==> src/hdl/tksd_pkg.sv <==
// ----------------------------------------------------------------------------
// tksd_pkg: shared types and constants of the terminal key sequence decoder
// Key kind codes, modifier codes, parse phase codes and byte values
// ----------------------------------------------------------------------------
package tksd_pkg;

    typedef logic [7:0] t_byte;
    typedef logic [3:0] t_kind;
    typedef logic [2:0] t_mod;
    typedef logic [2:0] t_phase;
    typedef logic [3:0] t_fkey;

    // key kinds
    localparam t_kind KIND_ENDREAD = 4'd0;
    localparam t_kind KIND_ENTER   = 4'd1;
    localparam t_kind KIND_BKSP    = 4'd2;
    localparam t_kind KIND_PRINT   = 4'd3;
    localparam t_kind KIND_CTRL    = 4'd4;
    localparam t_kind KIND_ESCAPE  = 4'd5;
    localparam t_kind KIND_UP      = 4'd6;
    localparam t_kind KIND_HOME    = 4'd10;
    localparam t_kind KIND_DELETE  = 4'd11;
    localparam t_kind KIND_END     = 4'd12;
    localparam t_kind KIND_FUNC    = 4'd13;

    // modifiers
    localparam t_mod MOD_NONE      = 3'd0;
    localparam t_mod MOD_CTRL_SHFT = 3'd5;

    // parse phases
    localparam t_phase PH_IDLE = 3'd0;
    localparam t_phase PH_ESC  = 3'd1;
    localparam t_phase PH_BRK  = 3'd2;
    localparam t_phase PH_B3   = 3'd3;
    localparam t_phase PH_B4   = 3'd4;
    localparam t_phase PH_B5   = 3'd5;
    localparam t_phase PH_B6   = 3'd6;

    // byte values
    localparam t_byte CH_BS     = 8'd8;
    localparam t_byte CH_LF     = 8'd10;
    localparam t_byte CH_ESC    = 8'd27;
    localparam t_byte CH_LBRK   = 8'd91;
    localparam t_byte CH_TILDE  = 8'd126;
    localparam t_byte CH_SEMI   = 8'd59;
    localparam t_byte CH_UPA    = 8'd65;
    localparam t_byte CH_DNA    = 8'd68;
    localparam t_byte CH_ONE    = 8'd49;
    localparam t_byte CH_TWO    = 8'd50;
    localparam t_byte CH_THREE  = 8'd51;
    localparam t_byte CH_FOUR   = 8'd52;
    localparam t_byte CH_SIX    = 8'd54;
    localparam t_byte CTRL_BASE = 8'd96;
    localparam t_byte EOR_RESET = 8'd122;

    localparam t_fkey FKEY_MAX  = 4'd12;

    // function key number from the two code digits, 0 when not a function key
    function automatic t_fkey fkey_number(input t_byte a, input t_byte b);
        t_fkey n;
        n = 4'd0;
        if (a == CH_ONE) begin
            if (b >= 8'd49 && b <= 8'd53) n = 4'(b - 8'd48);
            else if (b >= 8'd55 && b <= 8'd57) n = 4'(b - 8'd49);
        end else if (a == CH_TWO) begin
            case (b)
                8'd48:   n = 4'd9;
                8'd49:   n = 4'd10;
                8'd51:   n = 4'd11;
                8'd52:   n = 4'd12;
                default: n = 4'd0;
            endcase
        end
        return n;
    endfunction

endpackage

==> src/hdl/tksd_if.sv <==
// ----------------------------------------------------------------------------
// tksd_if: channel interfaces of the terminal key sequence decoder
// Raw key byte channel and decoded key event channel, valid/ready handshake
// ----------------------------------------------------------------------------
interface tksd_key_if;
    import tksd_pkg::*;
    logic  valid;
    logic  ready;
    t_byte key_byte;
    logic  more_pending;

    modport source (output valid, output key_byte, output more_pending, input ready);
    modport sink   (input valid, input key_byte, input more_pending, output ready);
endinterface

interface tksd_evt_if;
    import tksd_pkg::*;
    logic  valid;
    logic  ready;
    t_kind key_kind;
    t_byte key_char;
    t_mod  modifier;

    modport source (output valid, output key_kind, output key_char, output modifier,
                    input ready);
    modport sink   (input valid, input key_kind, input key_char, input modifier,
                    output ready);
endinterface

==> src/hdl/terminal_key_sequence_decoder.sv <==
// ----------------------------------------------------------------------------
// terminal_key_sequence_decoder: raw terminal bytes to key events
// Decodes single bytes and VT100/xterm escape sequences into key events
// ----------------------------------------------------------------------------
// One byte is taken per clock cycle. Each accepted byte is decoded against the
// parse phase and the stored sequence bytes by short logic. The phase and the
// store are loaded on the accepting edge; any key event is loaded into the
// output register, or into the skid register behind it while an event waits
// there, so the block can take one more byte while an event waits. Input
// ready drops only while the skid register holds an event. Bytes that give no
// event (sequence bytes, dropped bytes) never fill the output stages. The
// end-of-read byte is written through i_cfg_we/i_cfg_wdata and resets to 'z';
// the user must write it while the block is idle; the block does not check.
module terminal_key_sequence_decoder
    import tksd_pkg::*;
(
    input  logic           i_clk,
    input  logic           i_rst_n,
    input  logic           i_cfg_we,
    input  t_byte          i_cfg_wdata,
    tksd_key_if.sink       i_key,
    tksd_evt_if.source     o_evt
);

    typedef struct packed {
        t_kind kind;
        t_byte ch;
        t_mod  md;
    } t_evt;

    // configuration and parse state
    t_byte  r_eor;
    t_phase r_phase, n_phase;
    t_byte  r_b3, n_b3, r_b4, n_b4, r_b5, n_b5, r_b6, n_b6;

    // output and skid registers
    logic r_out_valid, r_skid_valid;
    t_evt r_out, r_skid;

    // decode results
    logic   res_v;
    t_evt   res;
    t_fkey  fk;
    t_byte  b;
    logic   in_fire, out_fire;

    assign b        = i_key.key_byte;
    assign in_fire  = i_key.valid && i_key.ready;
    assign out_fire = r_out_valid && o_evt.ready;
    assign fk       = fkey_number(r_b3, r_b4);

    // byte decode against the current phase
    always_comb begin
        n_phase = PH_IDLE;
        n_b3    = r_b3;
        n_b4    = r_b4;
        n_b5    = r_b5;
        n_b6    = r_b6;
        res_v   = 1'b0;
        res     = '{kind: KIND_ENDREAD, ch: 8'd0, md: MOD_NONE};
        case (r_phase)
            PH_ESC: begin
                if (b == CH_LBRK) n_phase = PH_BRK;
            end
            PH_BRK: begin
                if (b inside {[CH_UPA:CH_DNA]}) begin
                    res_v    = 1'b1;
                    res.kind = KIND_UP + 4'(b - CH_UPA);
                end else begin
                    n_b3    = b;
                    n_phase = PH_B3;
                end
            end
            PH_B3: begin
                if (b == CH_TILDE) begin
                    res_v = (r_b3 == CH_ONE) || (r_b3 == CH_THREE) || (r_b3 == CH_FOUR);
                    if (r_b3 == CH_ONE) res.kind = KIND_HOME;
                    else if (r_b3 == CH_THREE) res.kind = KIND_DELETE;
                    else res.kind = KIND_END;
                end else begin
                    n_b4    = b;
                    n_phase = PH_B4;
                end
            end
            PH_B4: begin
                if (b == CH_TILDE) begin
                    res_v    = (fk != 4'd0);
                    res.kind = KIND_FUNC;
                    res.ch   = {4'd0, fk};
                end else begin
                    n_b5    = b;
                    n_phase = PH_B5;
                end
            end
            PH_B5: begin
                if (b != CH_TILDE) begin
                    n_b6    = b;
                    n_phase = PH_B6;
                end
            end
            PH_B6: begin
                res_v    = (b == CH_TILDE) && (fk != 4'd0) && (r_b5 == CH_SEMI)
                           && (r_b6 inside {[CH_TWO:CH_SIX]});
                res.kind = KIND_FUNC;
                res.ch   = {4'd0, fk};
                res.md   = 3'(r_b6 - CH_ONE);
            end
            default: begin
                // idle: classify a single byte
                res_v = 1'b1;
                if (b == r_eor) res.kind = KIND_ENDREAD;
                else if (b == CH_BS) res.kind = KIND_BKSP;
                else if (b == CH_LF) res.kind = KIND_ENTER;
                else if (b inside {[8'd32:8'd126]}) begin
                    res.kind = KIND_PRINT;
                    res.ch   = b;
                end else if (b inside {[8'd1:8'd26]}) begin
                    res.kind = KIND_CTRL;
                    res.ch   = CTRL_BASE + b;
                end else if (b == CH_ESC && !i_key.more_pending) begin
                    res.kind = KIND_ESCAPE;
                end else begin
                    res_v = 1'b0;
                    if (b == CH_ESC) n_phase = PH_ESC;
                end
            end
        endcase
    end

    // configuration register and parse state
    always_ff @(posedge i_clk) begin
        if (!i_rst_n) begin
            r_eor   <= EOR_RESET;
            r_phase <= PH_IDLE;
            r_b3    <= 8'd0;
            r_b4    <= 8'd0;
            r_b5    <= 8'd0;
            r_b6    <= 8'd0;
        end else begin
            if (i_cfg_we) r_eor <= i_cfg_wdata;
            if (in_fire) begin
                r_phase <= n_phase;
                r_b3    <= n_b3;
                r_b4    <= n_b4;
                r_b5    <= n_b5;
                r_b6    <= n_b6;
            end
        end
    end

    // output register with skid stage
    always_ff @(posedge i_clk) begin
        if (!i_rst_n) begin
            r_out_valid  <= 1'b0;
            r_skid_valid <= 1'b0;
        end else if (r_skid_valid) begin
            if (out_fire) begin
                r_out_valid  <= 1'b1;
                r_skid_valid <= 1'b0;
            end
        end else if (!r_out_valid || out_fire) begin
            r_out_valid <= in_fire && res_v;
        end else if (in_fire && res_v) begin
            r_skid_valid <= 1'b1;
        end
    end

    always_ff @(posedge i_clk) begin
        if (r_skid_valid) begin
            if (out_fire) r_out <= r_skid;
        end else if (!r_out_valid || out_fire) begin
            r_out <= res;
        end else begin
            r_skid <= res;
        end
    end

    assign i_key.ready    = !r_skid_valid;
    assign o_evt.valid    = r_out_valid;
    assign o_evt.key_kind = r_out.kind;
    assign o_evt.key_char = r_out.ch;
    assign o_evt.modifier = r_out.md;

endmodule

==> src/flat_wrapper.sv <==
// flat-port wrapper written by rule: the top's interface ports become plain ports
module terminal_key_sequence_decoder_flat import tksd_pkg::*;
  (i_clk, i_rst_n, i_cfg_we, i_cfg_wdata, i_key_valid, i_key_key_byte, i_key_more_pending, i_key_ready, o_evt_valid, o_evt_key_kind, o_evt_key_char, o_evt_modifier, o_evt_ready);
  tksd_key_if i_key_i ();
  tksd_evt_if o_evt_i ();
  input  logic i_clk;
  input  logic i_rst_n;
  input  logic i_cfg_we;
  input  t_byte i_cfg_wdata;
  input wire logic [$bits(i_key_i.valid)-1:0] i_key_valid;
  input wire logic [$bits(i_key_i.key_byte)-1:0] i_key_key_byte;
  input wire logic [$bits(i_key_i.more_pending)-1:0] i_key_more_pending;
  output wire logic [$bits(i_key_i.ready)-1:0] i_key_ready;
  output wire logic [$bits(o_evt_i.valid)-1:0] o_evt_valid;
  output wire logic [$bits(o_evt_i.key_kind)-1:0] o_evt_key_kind;
  output wire logic [$bits(o_evt_i.key_char)-1:0] o_evt_key_char;
  output wire logic [$bits(o_evt_i.modifier)-1:0] o_evt_modifier;
  input wire logic [$bits(o_evt_i.ready)-1:0] o_evt_ready;
  assign i_key_i.valid = i_key_valid;
  assign i_key_i.key_byte = i_key_key_byte;
  assign i_key_i.more_pending = i_key_more_pending;
  assign i_key_ready = i_key_i.ready;
  assign o_evt_valid = o_evt_i.valid;
  assign o_evt_key_kind = o_evt_i.key_kind;
  assign o_evt_key_char = o_evt_i.key_char;
  assign o_evt_modifier = o_evt_i.modifier;
  assign o_evt_i.ready = o_evt_ready;
  terminal_key_sequence_decoder u_core (.i_clk(i_clk), .i_rst_n(i_rst_n), .i_cfg_we(i_cfg_we), .i_cfg_wdata(i_cfg_wdata), .i_key(i_key_i), .o_evt(o_evt_i));
endmodule
==> config.mk <==
export PLATFORM = sky130hd
export DESIGN_NAME = terminal_key_sequence_decoder_flat
export DESIGN_NICKNAME = d
export VERILOG_FILES = /design/src/hdl/tksd_pkg.sv /design/src/hdl/tksd_if.sv /design/src/hdl/terminal_key_sequence_decoder.sv /design/src/flat_wrapper.sv
export SDC_FILE = /design/constraint.sdc
export NUM_CORES = 1
export LEC_CHECK = 0
export ABC_AREA = 0
export BUFFER_PORTS_ARGS = -buffer_cell sky130_fd_sc_hd__buf_2
export CORE_UTILIZATION = 62
export CTS_CLUSTER_DIAMETER = 100
export DETAILED_ROUTE_END_ITERATION = 8
export PLACE_DENSITY = 0.8
export SYNTH_ARGS = -nofsm -noshare
export SYNTH_HDL_FRONTEND = slang
export SYNTH_SLANG_ARGS = --single-unit
==> constraint.sdc <==
create_clock -name i_clk -period 6.7 [get_ports i_clk]
set_input_delay 1.005 -clock i_clk [delete_from_list [all_inputs] [get_ports i_clk]]
set_output_delay 1.005 -clock i_clk [all_outputs]
set_load 0.01 [all_outputs]
==> flow_metrics.py <==
metrics = {
    "grt": {
        "grt_start_max_net_pins": 47,
        "grt_use_total_pct": 27.18,
        "grt-ovfl-total": 0,
        "antenna_found_initial": 0,
        "grt_pass1_vias": 2746,
        "grt_pass1_wl_mm": 13.73,
    },
    "critical_path": {
        "slowest_stage": "o2111ai_1",
        "critical_path_arrival_ps": 3120,
        "regToRegStartpoint": "u_core.r_b4[0]$_SDFFE_PN0P_",
        "worstSetupStartpoint": "i_key_key_byte[1]",
        "critPathMaxStageDelay_ps": 370,
        "start_kind": "input pin",
        "r2r_end": "u_core.o_evt.valid$_SDFFE_PN0P_",
        "worstPathRequired_ps": 6790,
        "crit_family": "compound AO/OA/AOI/OAI gates",
        "path_cells": "buf_2 -> inv_1 -> ha_1 -> nand2b_1 -> o2111ai_1 -> nor2_1 -> a221oi_1 -> o21ai_1 -> mux2_2",
        "crit_path_end_kind": "flop",
        "critical_path_cell_count": 9,
        "worstSetupEndpoint": "u_core.o_evt.key_kind[0]$_DFFE_PP_",
        "critPathMaxFanout": 10,
        "worstSetupPathType": "in -> reg",
        "r2r_setup_slack_ps": 4130,
        "cp_num_buf_inv": 2,
        "r2r_cells": 9,
    },
    "floorplanning": {
        "ioPinCount": 39,
        "start_util_pct": 63.99,
        "dieHeight_um": 82.73,
        "std_cell_rows": 29,
        "die_w_um": 82.73,
        "dieArea_um2": 6843,
        "core_um2": 6314,
    },
    "synth": {
        "synth_edf_count": 30,
        "netlist_area_um2": 4040,
        "synth_area_leaders": "dfxtp_1 (22%), edfxtp_1 (22%), mux2i_1 (7.2%)",
        "avgSynthCellArea_um2": 9.927,
        "syn_inst": 407,
        "synth_top_area_share_pct": 22.30,
        "yosysMostFrequentCell": "dfxtp_1",
        "yosysSeqAreaShare_pct": 44.60,
        "async_flop_share_pct": 0,
        "synth_ff_type": "dfxtp_1",
        "yosys_warnings": 0,
        "synth_top_cell_by_area": "dfxtp_1",
        "syn_nets": 443,
        "yosysUniqueCellTypes": 62,
        "synth-seq-cells": 75,
        "yosys-top-cells-count": "dfxtp_1 (45), nor2b_1 (40), edfxtp_1 (30)",
    },
    "power": {
        "internal_power_uw": 713.5,
        "power_per_cell_area_nw_per_um2": 216.0,
        "p_sw_share_pct": 25.38,
        "ir_drop_v": 0.0001263,
        "p_clk_share_pct": 35.2,
        "switching_power_uw": 242.7,
        "combPwrFrac_pct": 11.5,
        "p_seq_share_pct": 53.2,
        "p_leak_nw": 1.709,
    },
    "final_layout": {
        "area_delta_synth_final_pct": 9.570,
        "layout.nets": 471,
        "multi_input_area_um2": 2086,
        "fill_cells": 503,
        "diodes": 0,
        "layout.area.seq_um2": 1802,
        "drive_gt1_share_pct": 17.50,
    },
    "clock_tree": {
        "postCtsResizedCells": 0,
        "cts_buffers": 9,
        "cts_tree": "yes",
        "cts.sinks": 75,
        "post_cts.repair.setup_buffers": 0,
        "clk_pin_slew_ps": 70,
        "cts-root-buf": "clkbuf_8",
        "ctsLongestPathBuffers": 2,
        "clk_latency_ps": 340,
        "cts_hold_buf": 0,
        "cts_htree_levels": 3,
    },
    "sta": {
        "fmax_ghz": 0.3306,
        "finalSetupViolations": 0,
        "max_slew.worst_pin.slew_ps": 712.3,
        "hold_viol_final": 0,
        "fin_setup_tns_ps": 0,
        "drv_slew": 0,
        "finalCritPeriodShare_pct": 45.15,
        "fin_ws_ps": 3675,
        "period_minus_slack_ps": 3025,
        "fin_skew_ps": 10.12,
        "rsz0062_at_grt": "false",
        "slew_headroom_pct": 52.51,
    },
    "drt": {
        "vias_per_cell": 5.944,
        "dr.pass1.iters": 4,
        "drtAntennaViolNets": 0,
        "num_vias": 3073,
        "drt_iter0_drc": 155,
        "routedWlPerCell_um": 17.12,
        "wl_mm": 8.852,
        "drc": 0,
    },
    "placement": {
        "place_congestion": 0.9551,
        "hpwl_mm": 6.339,
        "dp_slack_ps": 3419,
        "portBuffers": 38,
    },
    "min_path": {
        "min_path_type": "reg -> reg",
    },
    "flow_run": {
        "maxCapViolCount": 0,
    },
    "outcome": {
        "outcome": "complete, no violations",
    },
}
-- final cells by class --
cell class                 instances  area share, %
inverter                          12          1.018
tap                               77          2.176
clock buffer                       9          2.798
sequential                        75          40.70
clock inverter                     7          1.555
multi-input combinational        297          47.12
timing repair buffer              40          4.635
-- power by group through the flow --
stage	registers, mW	logic (mW)	clock network [mW]
after floorplan	0.525	0.0665	0
after global placement	0.519	0.108	0
after detailed placement	0.520	0.110	0
after CTS	0.509	0.110	0.343
after global routing	0.512	0.121	0.363
final	0.509	0.110	0.337
-- how the worst min path moves through the flow --
stage,startpoint,endpoint,slack [ps],depth (start not counted)
after floorplan,u_core.r_eor[1]$_SDFFE_PN1P_,u_core.r_eor[1]$_SDFFE_PN1P_,460,2
after detailed placement,u_core.r_eor[6]$_SDFFE_PN1P_,u_core.r_eor[6]$_SDFFE_PN1P_,490,2
after CTS,u_core.r_eor[6]$_SDFFE_PN1P_,u_core.r_eor[6]$_SDFFE_PN1P_,510,2
after global placement,u_core.r_eor[6]$_SDFFE_PN1P_,u_core.r_eor[6]$_SDFFE_PN1P_,470,2
final,u_core.r_eor[6]$_SDFFE_PN1P_,u_core.r_eor[6]$_SDFFE_PN1P_,500,2
after global routing,u_core.r_eor[6]$_SDFFE_PN1P_,u_core.r_eor[6]$_SDFFE_PN1P_,520,2
-- state kept, by name, summed over array words and instances, names as in the netlist --
signal / cells
u_core.o_evt.key_char: 8
u_core.o_evt.key_kind: 4
u_core.o_evt.modifier: 3
u_core.o_evt.valid: 1
u_core.r_b3: 8
u_core.r_b4: 8
u_core.r_b5: 8
u_core.r_b6: 8
u_core.r_eor: 8
u_core.r_phase: 3
u_core.r_skid: 15
u_core.r_skid_valid: 1
-- per-stage QoR --
step	hold WS, ps	util (%)	total power, mW	instance area (µm²)	std cells
after floorplan	462.0	-	0.5914	4040	407
after global placement	473.8	67.06	0.6268	4234	501
after detailed placement	486.2	67.06	0.6298	4234	501
after CTS	505.7	70.11	0.9630	4427	517
after global routing	519.1	70.11	0.9970	4427	517
final	501.8	70.11	0.9563	4427	517
-- logic make-up after synthesis --
family | Yosys count | share of synthesized area (%)
AND/OR/NAND/NOR | 159 | 22.24
flip-flops | 75 | 44.60
AO/OA/AOI/OAI | 70 | 11.71
multiplexers | 41 | 10.53
buffers and inverters | 35 | 3.778
adder cells (fa/ha/maj) | 14 | 4.336
XOR/XNOR | 13 | 2.818
-- cell usage in the layout (no fill, tap or decap), types with 3 or more instances in the layout --
cell type / Yosys / routed
nor4_1: 5 / 5
ha_1: 14 / 14
o2bb2ai_1: 3 / 3
a21oi_1: 17 / 17
nand4_1: 3 / 3
and2_1: 6 / 6
nand2b_1: 4 / 4
clkbuf_8: 0 / 9
nand2_1: 29 / 29
nand3_1: 11 / 11
mux2_2: 12 / 12
mux2i_1: 29 / 29
nor3b_1: 4 / 4
o22ai_1: 3 / 3
xor2_1: 9 / 9
o21a_1: 3 / 3
buf_2: 11 / 38
a31oi_1: 3 / 3
nor2_1: 29 / 29
xnor2_1: 4 / 4
nor2b_1: 40 / 40
dfxtp_1: 45 / 45
inv_1: 12 / 12
nor3_1: 9 / 9
o211ai_1: 3 / 3
o21ai_0: 12 / 11
edfxtp_1: 30 / 30
o31ai_1: 6 / 6
-- metal layers --
metal	part of all wire (%)	track usage [%]	routed length, µm	vias up
met5	0	0	0	-
met4	1.7	11.21	154	0
met3	5.2	3.846	456	17
met2	46	42.46	4083	105
met1	47	37.53	4157	1436
li1	-	-	-	1515
-- tightest hold or removal path, delay by kind of cell (launching register included) --
kind	cells	cell delay [ps]
muxes	1	70
DFF	1	350
and+or+nand+nor	1	60
Power figures use the tool's default switching activity.
